[config.mk]
export PLATFORM = sky130hd
export DESIGN_NAME = base_request_line_parser
export DESIGN_NICKNAME = d
export VERILOG_FILES = /design/src/hw/rtl/brlp_pkg.sv /design/src/hw/rtl/brlp_decode.sv /design/src/hw/rtl/brlp_core.sv /design/src/hw/rtl/base_request_line_parser.sv
export SDC_FILE = /design/constraint.sdc
export NUM_CORES = 1
export LEC_CHECK = 0
export ABC_AREA = 1
export CORE_MARGIN = 2
export CORE_UTILIZATION = 58
export CTS_CLUSTER_SIZE = 28
export DETAILED_ROUTE_END_ITERATION = 10
export DONT_BUFFER_PORTS = 1
export GPL_ROUTABILITY_DRIVEN = 0
export PLACE_DENSITY_LB_ADDON = 0.25
export SETUP_SLACK_MARGIN = 0.5
export SYNTH_ARGS = -nofsm -noshare
export SYNTH_HDL_FRONTEND = slang
export SYNTH_SLANG_ARGS = --single-unit
export TNS_END_PERCENT = 50
[constraint.sdc]
create_clock -name clk -period 5.6 [get_ports clk]
set_input_delay 0.56 -clock clk [delete_from_list [all_inputs] [get_ports clk]]
set_output_delay 0.56 -clock clk [all_outputs]
set_load 0.005 [all_outputs]
[src/hw/rtl/brlp_pkg.sv]
// shared constants, types and codes for the request line parser
package brlp_pkg;

  localparam int LENGTH_BITS_DEF = 16;

  // result status codes
  localparam logic [2:0] ST_OK          = 3'd0;
  localparam logic [2:0] ST_BAD_FORMAT  = 3'd1;
  localparam logic [2:0] ST_BAD_DIGIT   = 3'd2;
  localparam logic [2:0] ST_SRC_NOT_DEC = 3'd3;
  localparam logic [2:0] ST_TGT_NOT_DEC = 3'd4;
  localparam logic [2:0] ST_SRC_RANGE   = 3'd5;
  localparam logic [2:0] ST_TGT_RANGE   = 3'd6;
  localparam logic [2:0] ST_DIGIT_BIG   = 3'd7;

  // field phase codes
  localparam logic [1:0] PH_NUMBER = 2'd0;
  localparam logic [1:0] PH_SOURCE = 2'd1;
  localparam logic [1:0] PH_TARGET = 2'd2;
  localparam logic [1:0] PH_DONE   = 2'd3;

  localparam logic [5:0] DIGIT_NONE = 6'd62;
  localparam logic [5:0] BASE_MIN   = 6'd2;
  localparam logic [5:0] BASE_MAX   = 6'd62;
  localparam logic [5:0] ACC_SAT    = 6'd63;

  localparam logic [7:0] CH_SPACE = 8'h20;
  localparam logic [7:0] CH_NL    = 8'h0a;
  localparam logic [7:0] CH_TAB   = 8'h09;
  localparam logic [7:0] CH_VTAB  = 8'h0b;

  typedef struct packed {
    logic [5:0] digit;     // 0..61, DIGIT_NONE when not a digit
    logic       is_dec;
    logic       is_space;
    logic       is_ws;
  } char_class_t;

endpackage

[src/hw/rtl/brlp_decode.sv]
// character classifier: digit value and whitespace flags of one byte
module brlp_decode
  import brlp_pkg::*;
(
  input  logic [7:0]  char_code,
  output char_class_t cls
);

  logic [7:0] diff;

  always_comb begin
    diff = 8'd0;
    cls.digit = DIGIT_NONE;
    if (char_code >= 8'h30 && char_code <= 8'h39) begin
      diff = char_code - 8'h30;
      cls.digit = diff[5:0];
    end else if (char_code >= 8'h61 && char_code <= 8'h7a) begin
      diff = char_code - 8'h61 + 8'd10;
      cls.digit = diff[5:0];
    end else if (char_code >= 8'h41 && char_code <= 8'h5a) begin
      diff = char_code - 8'h41 + 8'd36;
      cls.digit = diff[5:0];
    end
    cls.is_dec   = (char_code >= 8'h30 && char_code <= 8'h39);
    cls.is_space = (char_code == CH_SPACE);
    cls.is_ws    = (char_code == CH_NL) || (char_code == CH_TAB) || (char_code == CH_VTAB);
  end

endmodule

[src/hw/rtl/brlp_core.sv]
// line state update, end-of-line checks and result register
module brlp_core
  import brlp_pkg::*;
#(
  parameter int LENGTH_BITS = LENGTH_BITS_DEF
) (
  input  logic                   clk,
  input  logic                   rst,
  input  logic                   step,       // held byte moves on this cycle
  input  logic                   last,
  input  char_class_t            cls,
  input  logic                   advance,    // result register may load
  output logic                   res_valid,
  output logic [2:0]             res_status,
  output logic [LENGTH_BITS-1:0] res_length,
  output logic [5:0]             res_source,
  output logic [5:0]             res_target
);

  logic [1:0]             field_phase, field_phase_next;
  logic [2:0]             latched_error, latched_error_next;
  logic [5:0]             highest_digit, highest_digit_next;
  logic [LENGTH_BITS-1:0] digit_count, digit_count_next;
  logic [5:0]             source_accum, source_accum_next;
  logic [5:0]             target_accum, target_accum_next;
  logic                   source_seen, source_seen_next;
  logic                   target_seen, target_seen_next;
  logic [9:0]             acc_in, acc_sum;
  logic [5:0]             acc_sat;
  logic [2:0]             status_next;

  // shared decimal accumulator, saturating at 63
  always_comb begin
    acc_in  = (field_phase == PH_SOURCE) ? {4'd0, source_accum} : {4'd0, target_accum};
    acc_sum = acc_in * 10'd10 + {4'd0, cls.digit};
    acc_sat = (acc_sum > 10'd63) ? ACC_SAT : acc_sum[5:0];
  end

  always_comb begin
    field_phase_next   = field_phase;
    latched_error_next = latched_error;
    highest_digit_next = highest_digit;
    digit_count_next   = digit_count;
    source_accum_next  = source_accum;
    target_accum_next  = target_accum;
    source_seen_next   = source_seen;
    target_seen_next   = target_seen;
    if (latched_error == ST_OK && field_phase != PH_DONE) begin
      unique case (field_phase)
        PH_NUMBER: begin
          if (cls.is_space) field_phase_next = PH_SOURCE;
          else if (cls.is_ws) latched_error_next = ST_BAD_FORMAT;
          else if (cls.digit >= DIGIT_NONE) latched_error_next = ST_BAD_DIGIT;
          else begin
            if (cls.digit > highest_digit) highest_digit_next = cls.digit;
            if (digit_count != '1) digit_count_next = digit_count + 1'b1;
          end
        end
        PH_SOURCE: begin
          if (cls.is_space) field_phase_next = PH_TARGET;
          else if (cls.is_ws) latched_error_next = ST_BAD_FORMAT;
          else if (!cls.is_dec) latched_error_next = ST_SRC_NOT_DEC;
          else begin
            source_accum_next = acc_sat;
            source_seen_next  = 1'b1;
          end
        end
        PH_TARGET: begin
          if (cls.is_space || cls.is_ws) field_phase_next = PH_DONE;
          else if (!cls.is_dec) latched_error_next = ST_TGT_NOT_DEC;
          else begin
            target_accum_next = acc_sat;
            target_seen_next  = 1'b1;
          end
        end
        default: field_phase_next = field_phase;
      endcase
    end

    if (latched_error_next != ST_OK) status_next = latched_error_next;
    else if (digit_count_next == '0 || !source_seen_next || !target_seen_next)
      status_next = ST_BAD_FORMAT;
    else if (source_accum_next < BASE_MIN || source_accum_next > BASE_MAX)
      status_next = ST_SRC_RANGE;
    else if (target_accum_next < BASE_MIN || target_accum_next > BASE_MAX)
      status_next = ST_TGT_RANGE;
    else if (highest_digit_next >= source_accum_next) status_next = ST_DIGIT_BIG;
    else status_next = ST_OK;
  end

  always_ff @(posedge clk) begin
    if (rst || (step && last)) begin
      field_phase   <= PH_NUMBER;
      latched_error <= ST_OK;
      highest_digit <= '0;
      digit_count   <= '0;
      source_accum  <= '0;
      target_accum  <= '0;
      source_seen   <= 1'b0;
      target_seen   <= 1'b0;
    end else if (step) begin
      field_phase   <= field_phase_next;
      latched_error <= latched_error_next;
      highest_digit <= highest_digit_next;
      digit_count   <= digit_count_next;
      source_accum  <= source_accum_next;
      target_accum  <= target_accum_next;
      source_seen   <= source_seen_next;
      target_seen   <= target_seen_next;
    end
  end

  always_ff @(posedge clk) begin
    if (rst) begin
      res_valid <= 1'b0;
    end else if (advance) begin
      res_valid <= step && last;
    end
  end

  always_ff @(posedge clk) begin
    if (step && last) begin
      res_status <= status_next;
      res_length <= digit_count_next;
      res_source <= source_accum_next;
      res_target <= target_accum_next;
    end
  end

endmodule

[src/hw/rtl/base_request_line_parser.sv]
// top level of the request line parser: input register, classifier, line state
//
// Takes one byte of a request line "<number> <source base> <target base>"
// per transfer on the input channel (char_code, is_last with in_valid and
// in_ready). The byte flagged is_last closes the line and yields exactly one
// result on the output channel (status, number_length, source_base,
// target_base with out_valid and out_ready); other bytes yield none.
// A last byte passes the input register and then the result register before
// its result shows. Throughput: one byte per cycle while the receiver does
// not stall, set by the combinational state update between the two registers.
// When the receiver stalls, the result holds and the input register takes
// one more byte if it is empty; then in_ready drops until the result is taken.
// Reset clears both valid flags and the line state to the number field.
// After each result the line state returns to its reset values.
module base_request_line_parser
  import brlp_pkg::*;
#(
  parameter int LENGTH_BITS = LENGTH_BITS_DEF
) (
  input  logic                   clk,
  input  logic                   rst,
  input  logic [7:0]             char_code,
  input  logic                   is_last,
  input  logic                   in_valid,
  output logic                   in_ready,
  output logic [2:0]             status,
  output logic [LENGTH_BITS-1:0] number_length,
  output logic [5:0]             source_base,
  output logic [5:0]             target_base,
  output logic                   out_valid,
  input  logic                   out_ready
);

  logic        held_valid;
  logic [7:0]  held_char;
  logic        held_last;
  logic        advance;
  char_class_t cls;

  assign advance  = !out_valid || out_ready;
  assign in_ready = !held_valid || advance;

  always_ff @(posedge clk) begin
    if (rst) begin
      held_valid <= 1'b0;
    end else if (in_ready) begin
      held_valid <= in_valid;
    end
  end

  always_ff @(posedge clk) begin
    if (in_ready && in_valid) begin
      held_char <= char_code;
      held_last <= is_last;
    end
  end

  brlp_decode u_decode (
    .char_code (held_char),
    .cls       (cls)
  );

  brlp_core #(
    .LENGTH_BITS (LENGTH_BITS)
  ) u_core (
    .clk        (clk),
    .rst        (rst),
    .step       (held_valid && advance),
    .last       (held_last),
    .cls        (cls),
    .advance    (advance),
    .res_valid  (out_valid),
    .res_status (status),
    .res_length (number_length),
    .res_source (source_base),
    .res_target (target_base)
  );

endmodule

Word level (Yosys, flattened, before mapping)
Cells that the tools add are included.
{ "op_classes": {"add_sub_neg": 7, "mul": 1, "n_lt_le_gt_ge": 14, "n_eq_ne": 11, "muxes": 54, "reduce_logical": 27} }
{ "op_table": {"columns": ["operator", "count"], "rows": [
  ["$mux W6", 20],
  ["$mux W16", 6],
  ["$mux W3", 14],
  ["$eq A8 B4 Y1 const B", 3],
  ["$add A16 B1 Y16 const B", 1],
  ["$ge A8 B7 Y1 const B", 2],
  ["$le A8 B7 Y1 const B", 2],
  ["$logic_not A16 Y1", 1],
  ["$ne A16 B16 Y1 const B", 1],
  ["$gt A6 B6 Y1 const B", 2],
  ["$lt A6 B2 Y1 const B", 2],
  ["$sub A6 B6 Y6 const B", 2],
  ["$add A10 B6 Y10", 1],
  ["$gt A10 B6 Y1 const B", 1],
  ["$logic_or A1 B1 Y1", 10],
  ["$mul A10 B3 Y9 const B", 1],
  ["$mux W1", 9],
  ["$pmux W3 S3", 1],
  ["$eq A8 B6 Y1 const B", 1],
  ["$ge A8 B6 Y1 const B", 1],
  ["$le A8 B6 Y1 const B", 1],
  ["$logic_and A1 B1 Y1", 7],
  ["$add A6 B4 Y6 const B", 1],
  ["$add A6 B6 Y6 const B", 1],
  ["other kinds (15)", 23]
]} }
{ "totals": {"register_bits": 83, "inputBits": 13, "output_inout_bits": 33, "word_cells": 130} }

Logic depth before layout (Yosys ltp)
Gate-level depths: netlist of the first run.
{ "logic_depth": {"ltp_word": 19, "depth_mapped": 33, "depth_no_buf": 33} }

Cells and area by module
Synthesis of the first run repeated with hierarchy kept, for this count alone.
{ "unflattened": {"cells_unflattened": 776, "hier_area_um2": 5679.2} }
{ "by_module_without_submodules": {"columns": ["module", "instances", "cells_per_inst", "area_per_inst_um2"], "rows": [
  ["brlp_core", 1, 632, 4615.7],
  ["brlp_decode", 1, 126, 728.2],
  ["base_request_line_parser", 1, 18, 335.3]
]} }

Least setup slack after synthesis of the first run
OpenSTA, ideal clock, no wires.
{ "synth_timing": {"kind": "register to register", "startpoint": "register u_core.field_phase[1]", "endpoint": "register u_core.res_status[0], data pin", "setup_ps": 259, "arrival_time_ps": 4247, "required_ps": 5341, "slack_ps": 1094, "path_stages_with_launch": 27, "path_buffers": 1, "path_cell_list": "dfxtp_1 inv_1 ha_1 clkbuf_1 o21ai_0 ha_1 ha_1 inv_1 fa_1 inv_1 ha_1 nand4_1 a211oi_2 nand2_1 nor2_1 o21ai_1 inv_1 ha_1 a21oi_1 o21a_1 and3_1 nand3b_1 nand2_1 clkinv_1 nand3_1 nand2_1 nand2_1"} }
{ "synth_between": {"elab_chain_cells": 17, "elab_cells_between_ends": 47} }
{ "synth_rtl": {"columns": ["item", "line", "text"], "rows": [
  ["start, declared", "brlp_core.sv:20", "logic [1:0] field_phase, field_phase_next;"],
  ["start signal, assigned", "brlp_core.sv:102", "field_phase <= field_phase_next;"],
  ["$eq A2 B1 Y1", "brlp_core.sv:34, brlp_core.sv:49", null],
  ["$mux W6", "brlp_core.sv:34", "acc_in = (field_phase == PH_SOURCE) ? {4'd0, source_accum} : {4'd0, target_accum};"],
  ["$mul A10 B3 Y9", "brlp_core.sv:35", "acc_sum = acc_in * 10'd10 + {4'd0, cls.digit};"],
  ["$add A10 B6 Y10", "brlp_core.sv:35", null],
  ["$gt A10 B6 Y1", "brlp_core.sv:36", "acc_sat = (acc_sum > 10'd63) ? ACC_SAT : acc_sum[5:0];"],
  ["$mux W6", "brlp_core.sv:36", null],
  ["$mux W6", "brlp_core.sv:62", "else if (!cls.is_dec) latched_error_next = ST_SRC_NOT_DEC;"],
  ["$mux W6", "brlp_core.sv:61", "else if (cls.is_ws) latched_error_next = ST_BAD_FORMAT;"],
  ["[... 3 more ...]", null, null],
  ["named net u_core.source_accum_next[5]", "brlp_core.sv:24", "logic [5:0] source_accum, source_accum_next;"],
  ["$ge A6 B6 Y1", "brlp_core.sv:87", "else if (highest_digit_next >= source_accum_next) status_next = ST_DIGIT_BIG;"],
  ["$mux W3", "brlp_core.sv:87", null],
  ["$mux W3", "brlp_core.sv:85", "else if (target_accum_next < BASE_MIN || target_accum_next > BASE_MAX)"],
  ["$mux W3 *", "brlp_core.sv:83", "else if (source_accum_next < BASE_MIN || source_accum_next > BASE_MAX)"],
  ["$mux W3 *", "brlp_core.sv:81", "else if (digit_count_next == '0 || !source_seen_next || !target_seen_next)"],
  ["$mux W3 *", "brlp_core.sv:80", "if (latched_error_next != ST_OK) status_next = latched_error_next;"],
  ["named net u_core.status_next[0]", "brlp_core.sv:30", "logic [2:0] status_next;"],
  ["end signal, assigned", "brlp_core.sv:123", "res_status <= status_next;"],
  ["end, declared", "brlp_core.sv:14", "output logic [2:0] res_status,"]
]} }
Mark *: on every way through the listed nets, which the timed path passes. The rest lies on a longest branch.
A chain may end at the register's enable or synchronous reset.

Worst setup path in the final report of the first run
{ "layout_timing": {"startpoint": "register held_char[4]", "endpoint": "register u_core.res_status[0], data pin"} }
{ "layout_between": {"elab_chain_cells": 19, "elab_cells_between_ends": 86} }
{ "layout_rtl": {"columns": ["item", "line", "text"], "rows": [
  ["start, declared", "base_request_line_parser.sv:35", "logic [7:0] held_char;"],
  ["start signal, assigned", "base_request_line_parser.sv:53", "held_char <= char_code;"],
  ["$sub A6 B1 Y6, or another cell as far along", "brlp_decode.sv:21", "diff = char_code - 8'h41 + 8'd36;"],
  ["$add A6 B6 Y6 / $logic_and A1 B1 Y1 (equally long branches)", "brlp_decode.sv:21, brlp_decode.sv:20", null],
  ["$mux W6", "brlp_decode.sv:20", "end else if (char_code >= 8'h41 && char_code <= 8'h5a) begin"],
  ["$mux W6", "brlp_decode.sv:17", "end else if (char_code >= 8'h61 && char_code <= 8'h7a) begin"],
  ["$mux W6", "brlp_decode.sv:14", "if (char_code >= 8'h30 && char_code <= 8'h39) begin"],
  ["$add A10 B6 Y10", "brlp_core.sv:35", null],
  ["$gt A10 B6 Y1", "brlp_core.sv:36", null],
  ["$mux W6", "brlp_core.sv:36", null],
  ["[... 4 more ...]", null, null],
  ["$mux W6", "brlp_core.sv:48", "if (latched_error == ST_OK && field_phase != PH_DONE) begin"],
  ["$ge A6 B6 Y1", "brlp_core.sv:87", null],
  ["$mux W3", "brlp_core.sv:87", null],
  ["$mux W3", "brlp_core.sv:85", null],
  ["$mux W3", "brlp_core.sv:83", null],
  ["$mux W3", "brlp_core.sv:81", null],
  ["$mux W3 *", "brlp_core.sv:80", null],
  ["named net u_core.status_next[0]", "brlp_core.sv:30", null]
]} }
Marks and branches as above.

==> Implementation_results.wiki, run 1 <==
{| class="wikitable"
! Metric !! Value
|-
| Outcome || finished, final reports clean
|-
| Skew final || 0.00870 ns
|-
| Post-synth cell types || 44
|-
| Seq cells post-synth || 83
|-
| Vias in the first global route || 4402
|-
| TritonCTS clock tree || built
|-
| Pre-antenna DRT Iters || 7
|-
| Setup total negative slack || 0 ns
|-
| Post-DR wirelength/cell || 13.9 um
|-
| Register share of total power || 45.8%
|-
| DRC viols || 0
|-
| Cell type with the highest aggregate area in the netlist || edfxtp_1
|-
| Net count reported at finish || 812
|-
| Proportion of power drawn by the clock network || 27.1%
|-
| Area added between synthesis and finish || 7.26%
|-
| Dominant cell type by count on the critical path || nand2_1
|-
| Total inserted antenna cells || 0
|-
| Capturing element type of the critical path || register
|-
| Sequential fraction of the synthesis area || 36.7%
|-
| Async set or reset register ratio after synthesis || 0%
|-
| Worst path required time || 5.70 ns
|-
| Worst Max-Slew Pin Slew || 0.584 ns
|-
| R2R cell count || 32
|-
| Number of antenna violations at the first check in global routing || 0
|-
| Share of cells above drive strength 1 || 13.5%
|-
| Worst-case vdd ir drop || 0.167 mV
|-
| Path type of the worst min-delay path || in2reg
|-
| Num Clock Sinks || 83
|-
| Remaining global-route overflow || 0
|-
| Count of final setup violators || 0
|-
| Endpoint of the worst setup timing path || u_core.res_status[0]$_DFFE_PP_
|-
| Die area || 10500 um^2
|-
| Top-Level Pins || 46
|-
| Most instantiated library cell after synthesis || nand2_1
|-
| Post-Syn Area || 5620 um^2
|-
| Overall global routing resource usage || 24.5%
|-
| Signal arrival time at the worst endpoint || 4.88 ns
|-
| Vias || 4881
|-
| Reg2Reg Launch Point || held_char[4]$_DFFE_PP_
|-
| Internal power component || 0.000980 W
|-
| Leakage power of the design || 2.85 nW
|-
| Clock buffer depth || 2
|-
| Vias/cell || 5.48
|-
| Area share of the largest cell type after synthesis || 21.4%
|-
| Slew margin rel. || 61.0%
|-
| TritonCTS Buffers || 9
|-
| Pwr per Cell Area || 251 nW/um^2
|-
| Worst setup slack for register-to-register paths || 0.82 ns
|-
| Crit path max fanout || 6
|-
| Final count of pins violating max slew || 0
|-
| Critical path startpoint || held_char[4]$_DFFE_PP_
|-
| Minimum hold slack || 0.261 ns
|-
| Top cells by area, synth || edfxtp_1 (21%), dfxtp_1 (15%), nand2_1 (11%)
|-
| Height of the chip || 102 um
|-
| Top post-synthesis cells by count || nand2_1 (159), inv_1 (111), nor2_1 (55)
|-
| Simple-gate area share of the yosys netlist || 28.6%
|-
| Clock latency reported for the late side of the worst-skew pair || 0.35 ns
|-
| Switching power of the nets || 0.000536 W
|-
| Number of flops mapped to enable cells by yosys || 40
|-
| Final antenna-violating net count || 0
|-
| First-pass GRT wire length || 20.3 mm
|-
| Comb pwr share || 27.1%
|-
| Cell at the root of the clock tree || clkbuf_8
|-
| Final hold violation count || 0
|-
| Post-Synthesis Mean Instance Area || 7.54 um^2
|-
| Setup repair after global routing missed its margin || no
|-
| Placement Rows || 35
|-
| Maximum achievable frequency || 0.209 GHz
|-
| Final worst path period need || 4.78 ns
|-
| Complex-gate fraction of the synthesized area || 12.3%
|-
| Max Cap Viol || 0
|-
| Detailed Route WL || 12.4 mm
|-
| Post-route fraction of the period consumed by the critical path || 85.3%
|-
| Critical Path Max Stage Delay || 0.51 ns
|-
| X dimension of the die || 102 um
|-
| Share of synthesized cell area in full adder, half adder and majority cells || 9.84%
|-
| Reg-to-Reg End || u_core.res_status[0]$_DFFE_PP_
|-
| Max H-tree Level || 3
|-
| Most common flop cell mapped by yosys || dfxtp_1
|-
| Largest family of logic cells by synthesized area || simple AND/OR/NAND/NOR gates
|-
| Slowest-stage cell, CP || edfxtp_1
|-
| Port Buf Inserts || 0
|-
| Maximum number of pins on one net before global-route repair || 36
|-
| Drt first-iter violations || 325
|-
| Clock transition at the registers of the reported paths || 0.10 ns
|-
| Number of instances in the synthesized netlist || 745
|-
| Startpoint types || register
|-
| Post-synthesis mux area share || 0%
|-
| HPWL after DPL || 9.22 mm
|-
| Net Count, Synth || 801
|-
| Hold depth || 1
|-
| Type of the setup path with the least slack || reg2reg
|-
| Synth warnings || 0
|-
| Floorplan Core Area || 9330 um^2
|-
| Net Sw Frac || 35.3%
|-
| Synth Area in XOR/XNOR || 1.71%
|-
| Starting Density || 60.2%
|}
==> flip-flops by register name, summed over array words and instances (netlist names) <==
signal / count
u_core.digit_count: 16
u_core.res_length: 16
held_char: 8
u_core.highest_digit: 6
u_core.res_source: 6
u_core.res_target: 6
u_core.source_accum: 6
u_core.target_accum: 6
u_core.latched_error: 3
u_core.res_status: 3
u_core.field_phase: 2
held_last: 1
held_valid: 1
u_core.res_valid: 1
u_core.source_seen: 1
u_core.target_seen: 1
==> logic make-up (layout without fill, tap and decap cells) <==
| family | Yosys count | count (layout) |
|---|---|---|
| compound gates | 126 | 126 |
| buf+inv | 152 | 168 |
| fa+ha+maj | 43 | 43 |
| simple gates | 330 | 330 |
| xor+xnor | 11 | 11 |
| flops | 83 | 83 |
==> per-stage QoR <==
stage / std cells / area (um^2) / setup WS (ns) / utilization, % / power, W
floorplan: 745 / 5620 / 1.09 / - / 0.00102
global placement: 859 / 5700 / 0.851 / 61.1 / 0.00108
detailed placement: 859 / 5700 / 0.641 / 61.1 / 0.00109
CTS: 875 / 5880 / 0.627 / 63.1 / 0.00150
global route: 890 / 6030 / 0.474 / 64.6 / 0.00160
finish: 890 / 6030 / 0.825 / 64.6 / 0.00152
==> final cells by class <==
cell class | count | area, um^2
inverter | 133 | 499
timing repair buffer | 19 | 143
tap | 129 | 161
sequential | 83 | 2060
fill | 789 | 3300
multi-input combinational | 510 | 2980
clock buffer | 9 | 124
clock inverter | 7 | 57.6
==> what timing repair did <==
item / in CTS / in global routing
buffers inserted: 0 / 15
gates resized for setup: 0 / 11
hold buffers: 0 / 0
setup endpoints to repair: 0 / 3
==> metal layers <==
layer	global-route usage, %	vias up	routed length, um
li1	-	2451	-
met4	7.38	0	257
met3	3.69	22	736
met2	41.6	176	5880
met5	0	-	0
met1	32.2	2232	5520
==> power groups by stage <==
stage	Clock (W)	Combinational (W)	Sequential (W)
2_1_floorplan	0	0.000316	0.000700
3_3_place_gp	0	0.000368	0.000708
3_5_place_dp	0	0.000383	0.000708
4_1_cts	0.000416	0.000386	0.000695
5_1_grt	0.000442	0.000465	0.000698
6_report	0.000411	0.000410	0.000694
==> worst max-delay path: cells and delay by family (launching register included) <==
kind / cells / cell delay [ns]
AO/OA/AOI/OAI: 4 / 0.73
buffers and inverters: 7 / 0.60
adder cells (fa/ha/maj): 4 / 1.08
flip-flops: 1 / 0.51
AND/OR/NAND/NOR: 17 / 1.59
==> cells in the final DEF (no fill, tap or decap), drive strengths merged, types with 2 or more instances in the layout <==
cell	count
clkinv	3
buf	19
nand2	168
xnor2	4
edfxtp	40
dfxtp	43
clkinvlp	2
nand3b	3
a211oi	3
o21ai	63
nand3	57
nor3	15
a21oi	52
ha	41
nand4	18
inv	135
nor4	2
xor2	7
fa	2
clkbuf	9
nor2	63
o211ai	2
o21bai	2
or2	3
==> worst min path at each step <==
stage	startpoint	endpoint	slack (ns)
3_3_place_gp	u_core.target_seen$_SDFFE_PP0P_	u_core.target_seen$_SDFFE_PP0P_	0.45
6_report	rst	held_valid$_SDFFE_PP0N_	0.26
2_1_floorplan	u_core.target_seen$_SDFFE_PP0P_	u_core.target_seen$_SDFFE_PP0P_	0.44
5_1_grt	rst	held_valid$_SDFFE_PP0N_	0.25
4_1_cts	rst	held_valid$_SDFFE_PP0N_	0.26
3_5_place_dp	u_core.target_seen$_SDFFE_PP0P_	u_core.target_seen$_SDFFE_PP0P_	0.48
No activity file was read; power rests on OpenSTA's default activity.
==> run 2, diff against run 1 <==
--- a/config.mk
+++ b/config.mk
@@ -12,9 +12,11 @@
 export DETAILED_ROUTE_END_ITERATION = 10
 export DONT_BUFFER_PORTS = 1
 export GPL_ROUTABILITY_DRIVEN = 0
+export GPL_TIMING_DRIVEN = 0
 export PLACE_DENSITY_LB_ADDON = 0.25
 export SETUP_SLACK_MARGIN = 0.5
 export SYNTH_ARGS = -nofsm -noshare
 export SYNTH_HDL_FRONTEND = slang
+export SYNTH_HIERARCHICAL = 1
 export SYNTH_SLANG_ARGS = --single-unit
 export TNS_END_PERCENT = 50
==> Implementation_results.wiki, run 2 <==
{| class="wikitable"
! Metric !! Value
|-
| Maximum achievable frequency || 0.210 GHz (was 0.209 GHz)
|-
| Path type of the worst min-delay path || in2reg (unchanged)
|-
| Net Count, Synth || 830 (was 801)
|-
| Die area || 10600 um^2 (was 10500 um^2)
|-
| Post-Synthesis Mean Instance Area || 7.32 um^2 (was 7.54 um^2)
|-
| Max H-tree Level || 3 (unchanged)
|-
| Most instantiated library cell after synthesis || nand2_1 (unchanged)
|-
| Synth warnings || 6 (was 0)
|-
| Vias/cell || 5.50 (was 5.48)
|-
| Hold Crit Endpoint || held_valid$_SDFFE_PP0P_ (was held_valid$_SDFFE_PP0N_)
|-
| Placement Rows || 36 (was 35)
|-
| Crit path max fanout || 10 (was 6)
|-
| Hold depth || 1 (unchanged)
|-
| Net Sw Frac || 30.8% (was 35.3%)
|-
| Post-cts hold buffer count || 0 (unchanged)
|-
| Slowest-stage cell, CP || edfxtp_1 (unchanged)
|-
| Skew final || 0.0129 ns (was 0.00870 ns)
|-
| Seq cells post-synth || 83 (unchanged)
|-
| Final antenna-violating net count || 0 (unchanged)
|-
| Post-Syn Area || 5680 um^2 (was 5620 um^2)
|-
| Remaining global-route overflow || 0 (unchanged)
|-
| Worst Max-Slew Pin Slew || 1.25 ns (was 0.584 ns)
|-
| Setup repair after global routing missed its margin || no (unchanged)
|-
| Detailed Route WL || 13.3 mm (was 12.4 mm)
|-
| Most common flop cell mapped by yosys || dfxtp_1 (unchanged)
|-
| Height of the chip || 103 um (was 102 um)
|-
| Count of final setup violators || 0 (unchanged)
|-
| Port Buf Inserts || 0 (unchanged)
|-
| Area share of the largest cell type after synthesis || 21.2% (was 21.4%)
|-
| Leakage power of the design || 3.03 nW (was 2.85 nW)
|-
| Clock latency reported for the late side of the worst-skew pair || 0.37 ns (was 0.35 ns)
|-
| Worst Min Path Start || rst (unchanged)
|-
| Overall power after layout || 0.00148 W (was 0.00152 W)
|-
| TritonCTS Buffers || 9 (unchanged)
|-
| Pre-antenna DRT Iters || 4 (was 7)
|-
| Proportion of power drawn by the clock network || 34.1% (was 27.1%)
|-
| Top-Level Pins || 46 (unchanged)
|-
| Commonest non-fill, non-tap cell in the layout || nand2_1 (unchanged)
|-
| Number of instances in the synthesized netlist || 776 (was 745)
|-
| Sequential fraction of the synthesis area || 36.3% (was 36.7%)
|-
| X dimension of the die || 103 um (was 102 um)
|-
| Signal arrival time at the worst endpoint || 4.88 ns (about the same)
|-
| Overall global routing resource usage || 26.3% (was 24.5%)
|-
| Vias || 5152 (was 4881)
|-
| Reg2Reg Launch Point || held_char[0]$_DFFE_PP_ (was held_char[4]$_DFFE_PP_)
|-
| R2R cell count || 29 (was 32)
|-
| Final hold violation count || 0 (unchanged)
|-
| Top cells by area, synth || edfxtp_1 (21%), dfxtp_1 (15%), nand2_1 (11%) (unchanged)
|-
| Pwr per Cell Area || 237 nW/um^2 (was 251 nW/um^2)
|-
| Post-DR wirelength/cell || 14.2 um (was 13.9 um)
|-
| Net count reported at finish || 853 (was 812)
|-
| Share of cells above drive strength 1 || 13.6% (was 13.5%)
|-
| Number of flops mapped to enable cells by yosys || 40 (unchanged)
|-
| Clock buffer depth || 2 (unchanged)
|-
| DRC viols || 0 (unchanged)
|-
| Switching power of the nets || 0.000454 W (was 0.000536 W)
|-
| TritonCTS clock tree || built (unchanged)
|-
| Placed standard-cell area || 5850 um^2 (was 5700 um^2)
|-
| Area added between synthesis and finish || 9.50% (was 7.26%)
|-
| Dominant cell type by count on the critical path || nand2_1 (unchanged)
|-
| Commonest cells after routing, fill and taps aside || nand2_1 (158), inv_1 (122), nor2_1 (78) (was nand2_1 (158), inv_1 (108), nor2_1 (53))
|-
| Top post-synthesis cells by count || nand2_1 (159), inv_1 (123), nor2_1 (78) (was nand2_1 (159), inv_1 (111), nor2_1 (55))
|-
| Comb pwr share || 19.8% (was 27.1%)
|-
| Number of antenna violations at the first check in global routing || 0 (unchanged)
|-
| Starting Density || 58.9% (was 60.2%)
|-
| Worst-case vdd ir drop || 0.127 mV (was 0.167 mV)
|-
| Reg-to-Reg End || u_core/res_status[2]$_DFFE_PP_ (was u_core.res_status[0]$_DFFE_PP_)
|-
| HPWL after DPL || 9.68 mm (was 9.22 mm)
|-
| Worst setup slack for register-to-register paths || 0.84 ns (was 0.82 ns)
|-
| Worst path required time || 5.72 ns (was 5.70 ns)
|-
| Num Clock Sinks || 83 (unchanged)
|-
| Capturing element type of the critical path || register (unchanged)
|-
| Async set or reset register ratio after synthesis || 0% (unchanged)
|-
| Outcome || finished, final reports clean (unchanged)
|-
| Type of the setup path with the least slack || reg2reg (unchanged)
|-
| Register share of total power || 46.1% (was 45.8%)
|-
| Final count of pins violating max slew || 0 (unchanged)
|-
| Floorplan Core Area || 9640 um^2 (was 9330 um^2)
|-
| Post-synth cell types || 49 (was 44)
|-
| Critical Path Max Stage Delay || 0.47 ns (was 0.51 ns)
|-
| Total inserted antenna cells || 0 (unchanged)
|-
| Worst Slack Setup Final || 0.843 ns (was 0.825 ns)
|-
| Cell at the root of the clock tree || clkbuf_8 (unchanged)
|-
| Worst Setup Slack post-DPL || 0.355 ns (was 0.641 ns)
|-
| Post-route fraction of the period consumed by the critical path || 84.9% (was 85.3%)
|-
| Registers with the highest flip-flop counts || u_core/digit_count x16, u_core/res_length x16, held_char x8 (was u_core.digit_count x16, u_core.res_length x16, held_char x8)
|-
| First-pass GRT wire length || 22.1 mm (was 20.3 mm)
|-
| Startpoint types || register (unchanged)
|-
| Clock transition at the registers of the reported paths || 0.09 ns (was 0.10 ns)
|-
| Drt first-iter violations || 260 (was 325)
|-
| Internal power component || 0.00102 W (was 0.000980 W)
|-
| Setup total negative slack || 0 ns (unchanged)
|-
| Final worst path period need || 4.76 ns (was 4.78 ns)
|-
| Post-layout instance area || 6220 um^2 (was 6030 um^2)
|-
| Vias in the first global route || 4864 (was 4402)
|-
| Max Cap Viol || 0 (unchanged)
|-
| Slew margin rel. || 16.5% (was 61.0%)
|-
| Maximum number of pins on one net before global-route repair || 33 (was 36)
|-
| Cell type with the highest aggregate area in the netlist || edfxtp_1 (unchanged)
|}
==> run 2: cell types whose count changed after synthesis, moves of 5 or more <==
cell	before	now
o21ai_1	12	3
nand2_2	6	11
nor2_1	55	78
nand4_1	17	27
inv_1	111	123
==> run 2: cells by family after synthesis <==
group                      Yosys count  synth area share [%]
DFF                                 83                  36.3
xor gates and xnor gates            12                  1.85
adders and majority gates           41                  9.30
AOI/OAI and AO/OA                  120                  11.7
buffers and inverters              164                  11.6
and+or+nand+nor                    356                  29.2
==> run 2: worst max-delay path by stage <==
stage	startpoint	endpoint	cells after the start
floorplan	u_core/field_phase[1]$_SDFFE_PP0P_	u_core/res_status[2]$_DFFE_PP_	23
global placement	u_core/field_phase[1]$_SDFFE_PP0P_	u_core/res_status[2]$_DFFE_PP_	23
detailed placement	u_core/field_phase[1]$_SDFFE_PP0P_	u_core/res_status[2]$_DFFE_PP_	23
CTS	u_core/field_phase[1]$_SDFFE_PP0P_	u_core/res_status[2]$_DFFE_PP_	23
global route	held_char[0]$_DFFE_PP_	u_core/res_status[2]$_DFFE_PP_	29
finish	held_char[0]$_DFFE_PP_	u_core/res_status[2]$_DFFE_PP_	29
==> run 2: worst max-delay path, delay by kind of cell, from the launching register on <==
family                     cells  cell delay [ns]
adders and majority gates      4             1.14
DFF                            1             0.47
and+or+nand+nor               15             1.51
AOI/OAI and AO/OA              6             0.97
buffers and inverters          4             0.41
==> run 2: through the flow <==
stage,instances,util [%],hold slack (ns)
2_1_floorplan,776,-,0.436
3_3_place_gp,909,60.6,0.445
3_5_place_dp,909,60.6,0.456
4_1_cts,925,63.0,0.228
5_1_grt,937,64.5,0.232
6_report,937,64.5,0.239
==> run 2: layer usage <==
layer	global-route usage, %	vias to the layer above	wire, um
li1	-	2559	-
met1	32.1	2369	5670
met4	13.1	0	395
met3	3.12	30	684
met5	0	-	0
met2	45.9	194	6600
==> run 2: cell type report <==
type	instances	area, um^2
fill	826	3420
multi-input combinational	529	3010
sequential	83	2060
inverter	144	543
tap	133	166
clock buffer	9	124
buffer	20	119
clock inverter	7	106
timing repair buffer	12	90.1
==> run 2: power by group through the flow <==
stage | clock [W] | combinational [W] | sequential, W
after CTS | 0.000513 | 0.000275 | 0.000681
after global placement | 0 | 0.000264 | 0.000694
final | 0.000503 | 0.000293 | 0.000679
after global routing | 0.000537 | 0.000331 | 0.000683
after floorplan | 0 | 0.000213 | 0.000690
after detailed placement | 0 | 0.000273 | 0.000695
==> run 2: what timing repair did <==
action	CTS	global route
endpoints found under the setup margin	3	3
pin swaps	0	2
hold endpoints to repair	0	0
gates resized for setup	2	18
buffers inserted	0	12
==> run 3, diff against run 2 <==
==> constraint.sdc (replaced) <==
create_clock -name clk -period 4.84 [get_ports clk]
set_input_delay 0.484 -clock clk [delete_from_list [all_inputs] [get_ports clk]]
set_output_delay 0.484 -clock clk [all_outputs]
set_load 0.005 [all_outputs]
==> Implementation_results.wiki, run 3 (same netlist as run 2, synthesis figures left out) <==
{| class="wikitable"
! Metric !! Value
|-
| DRC viols || 0 (unchanged)
|-
| Net count reported at finish || 893 (was 853)
|-
| Leakage power of the design || 3.23 nW (was 3.03 nW)
|-
| Port Buf Inserts || 0 (unchanged)
|-
| TritonCTS Buffers || 9 (unchanged)
|-
| FILL cells || 702 (was 826)
|-
| Vias || 5660 (was 5152)
|-
| Clock buffer depth || 2 (unchanged)
|-
| Registers with the highest flip-flop counts || u_core/digit_count x16, u_core/res_length x16, held_char x8 (unchanged)
|-
| Maximum achievable frequency || 0.223 GHz (was 0.210 GHz)
|-
| Met1 Resource Use GR || 33.2% (was 32.1%)
|-
| Clock latency reported for the late side of the worst-skew pair || 0.37 ns (about the same)
|-
| Startpoint types || register (unchanged)
|-
| Overall global routing resource usage || 28.0% (was 26.3%)
|-
| Slew margin rel. || 11.2% (was 16.5%)
|-
| Type of the setup path with the least slack || reg2reg (unchanged)
|-
| Vias in the first global route || 5185 (was 4864)
|-
| Detailed Route WL || 15.7 mm (was 13.3 mm)
|-
| Minimum hold slack || 0.166 ns (was 0.239 ns)
|-
| First-pass GRT wire length || 23.4 mm (was 22.1 mm)
|-
| Drt first-iter violations || 434 (was 260)
|-
| Top-Level Pins || 46 (unchanged)
|-
| Setup total negative slack || 0 ns (unchanged)
|-
| Signal arrival time at the worst endpoint || 4.60 ns (was 4.88 ns)
|-
| Final count of pins violating max slew || 0 (unchanged)
|-
| Pwr per Cell Area || 262 nW/um^2 (was 237 nW/um^2)
|-
| Met3 GRT Util || 4.61% (was 3.12%)
|-
| Internal power component || 0.00121 W (was 0.00102 W)
|-
| Worst path required time || 4.96 ns (was 5.72 ns)
|-
| Vias/cell || 5.79 (was 5.50)
|-
| Placement Rows || 36 (unchanged)
|-
| Post-DR wirelength/cell || 16.1 um (was 14.2 um)
|-
| Max Cap Viol || 0 (unchanged)
|-
| Outcome || finished, final reports clean (unchanged)
|-
| Worst Max-Slew Pin Slew || 1.33 ns (was 1.25 ns)
|-
| TritonCTS clock tree || built (unchanged)
|-
| Routing usage on met2 || 49.6% (was 45.9%)
|-
| Maximum number of pins on one net before global-route repair || 33 (unchanged)
|-
| Total inserted antenna cells || 0 (unchanged)
|-
| Max H-tree Level || 3 (unchanged)
|-
| Final worst path period need || 4.48 ns (was 4.76 ns)
|-
| Multi-input gate area in the final layout || 3380 um^2 (was 3010 um^2)
|-
| Clock transition at the registers of the reported paths || 0.09 ns (about the same)
|-
| Final standard cell count with taps included and fillers excluded || 977 (was 937)
|-
| Pre-antenna DRT Iters || 5 (was 4)
|-
| Placed cell count || 909 (unchanged)
|-
| Path type of the worst min-delay path || in2reg (unchanged)
|-
| Count of final setup violators || 0 (unchanged)
|-
| Register share of total power || 43.4% (was 46.1%)
|-
| Post-route fraction of the period consumed by the critical path || 92.7% (was 84.9%)
|-
| Slowest-stage cell, CP || edfxtp_1 (unchanged)
|-
| Cell at the root of the clock tree || clkbuf_8 (unchanged)
|-
| Capturing element type of the critical path || register (unchanged)
|-
| Utilization after layout || 71.8% (was 64.5%)
|-
| Peak-usage layer in the global routing report || met2 (unchanged)
|-
| Number of antenna violations at the first check in global routing || 0 (unchanged)
|-
| Final hold violation count || 0 (unchanged)
|-
| Net Sw Frac || 33.4% (was 30.8%)
|-
| Area added between synthesis and finish || 21.8% (was 9.50%)
|-
| X dimension of the die || 103 um (unchanged)
|-
| Proportion of power drawn by the clock network || 29.8% (was 34.1%)
|-
| Remaining global-route overflow || 0 (unchanged)
|-
| Final antenna-violating net count || 0 (unchanged)
|-
| Dominant cell type by count on the critical path || buf_4 (was nand2_1)
|-
| Worst-case vdd ir drop || 0.182 mV (was 0.127 mV)
|-
| Commonest non-fill, non-tap cell in the layout || nand2_1 (unchanged)
|-
| Crit path max fanout || 10 (unchanged)
|-
| Area used by sequential logic in the layout || 2070 um^2 (was 2060 um^2)
|-
| Skew final || 0.00951 ns (was 0.0129 ns)
|-
| Share of cells above drive strength 1 || 25.2% (was 13.6%)
|-
| Height of the chip || 103 um (unchanged)
|-
| Floorplan Core Area || 9640 um^2 (unchanged)
|-
| Overall power after layout || 0.00181 W (was 0.00148 W)
|-
| Switching power of the nets || 0.000604 W (was 0.000454 W)
|-
| Setup repair after global routing missed its margin || yes (was no)
|-
| Critical Path Max Stage Delay || 0.50 ns (was 0.47 ns)
|-
| Starting Density || 58.9% (unchanged)
|-
| Num Clock Sinks || 83 (unchanged)
|-
| HPWL after DPL || 9.82 mm (was 9.68 mm)
|-
| Comb pwr share || 26.8% (was 19.8%)
|-
| Commonest cells after routing, fill and taps aside || nand2_1 (149), inv_1 (112), nor2_1 (70) (was nand2_1 (158), inv_1 (122), nor2_1 (78))
|-
| Die area || 10600 um^2 (unchanged)
|}
run 3: cell types whose count changed in the layout (fill, tap and decap cells not counted), moves of 5 or more:
cell / previous run / this run
buf_4: 14 / 51
nand3_1: 45 / 39
ha_4: 1 / 15
nand2_2: 12 / 19
nor2_2: 9 / 15
nand2_1: 158 / 149
nand3_2: 4 / 10
inv_2: 19 / 28
a21oi_1: 52 / 44
a21oi_2: 4 / 9
inv_1: 122 / 112
ha_1: 37 / 21
nor2_1: 78 / 70
run 3: cell type report:
cell class | count | share of cell area (%)
Sequential cell | 83 | 29.9
Clock inverter | 7 | 1.27
Timing Repair Buffer | 52 | 5.90
Inverter | 144 | 7.89
Buffer | 20 | 2.04
Clock buffer | 9 | 1.79
Multi-Input combinational cell | 529 | 48.8
Tap cell | 133 | 2.41
run 3: final timing paths:
kind | slack, ns | startpoint | cells after the start | endpoint
worst max register to register | 0.36 | held_char[0]$_DFFE_PP_ | 25 | u_core/res_status[2]$_DFFE_PP_
worst min-delay path | 0.17 | rst | 1 | held_valid$_SDFFE_PP0P_
worst max-delay path | 0.36 | held_char[0]$_DFFE_PP_ | 25 | u_core/res_status[2]$_DFFE_PP_
worst min register to register | 0.48 | u_core/target_seen$_SDFFE_PP0P_ | 2 | u_core/target_seen$_SDFFE_PP0P_
run 3: per-stage QoR:
stage | worst slack (ns) | area [um^2]
after floorplan | 0.526 | 5680
after global placement | -0.171 | 5850
after detailed placement | -0.302 | 5850
after CTS | 0.501 | 6580
after global routing | 0.0649 | 6920
final | 0.355 | 6920
run 3: what timing repair did:
action	4_1_cts	5_1_grt
buffers inserted	34	16
endpoints found under the setup margin	3	3
pin swaps	26	33
hold buffers	0	0
gates resized for setup	63	49
endpoints found under the hold margin	0	0
gates cloned	2	0
run 3: metal layers:
layer  vias up  share of wire (%)
met4         0                4.2
met3        65                7.4
li1       2643                  -
met5         -                  0
met1      2632                 39
met2       320                 50
run 3: power groups by stage:
stage	registers (W)	clock network [W]	logic [W]
6_report	0.000786	0.000540	0.000486
5_1_grt	0.000791	0.000576	0.000520
4_1_cts	0.000785	0.000543	0.000379
3_5_place_dp	0.000804	0	0.000319
3_3_place_gp	0.000803	0	0.000306
2_1_floorplan	0.000798	0	0.000246
run 3: critical path, delay by kind of cell, from the launching register on:
| kind | cells | cell delay, ns |
|---|---|---|
| AO/OA/AOI/OAI | 6 | 1.12 |
| adder cells (fa/ha/maj) | 2 | 0.46 |
| buffers and inverters | 6 | 0.91 |
| flip-flops | 1 | 0.50 |
| AND/OR/NAND/NOR | 11 | 1.22 |
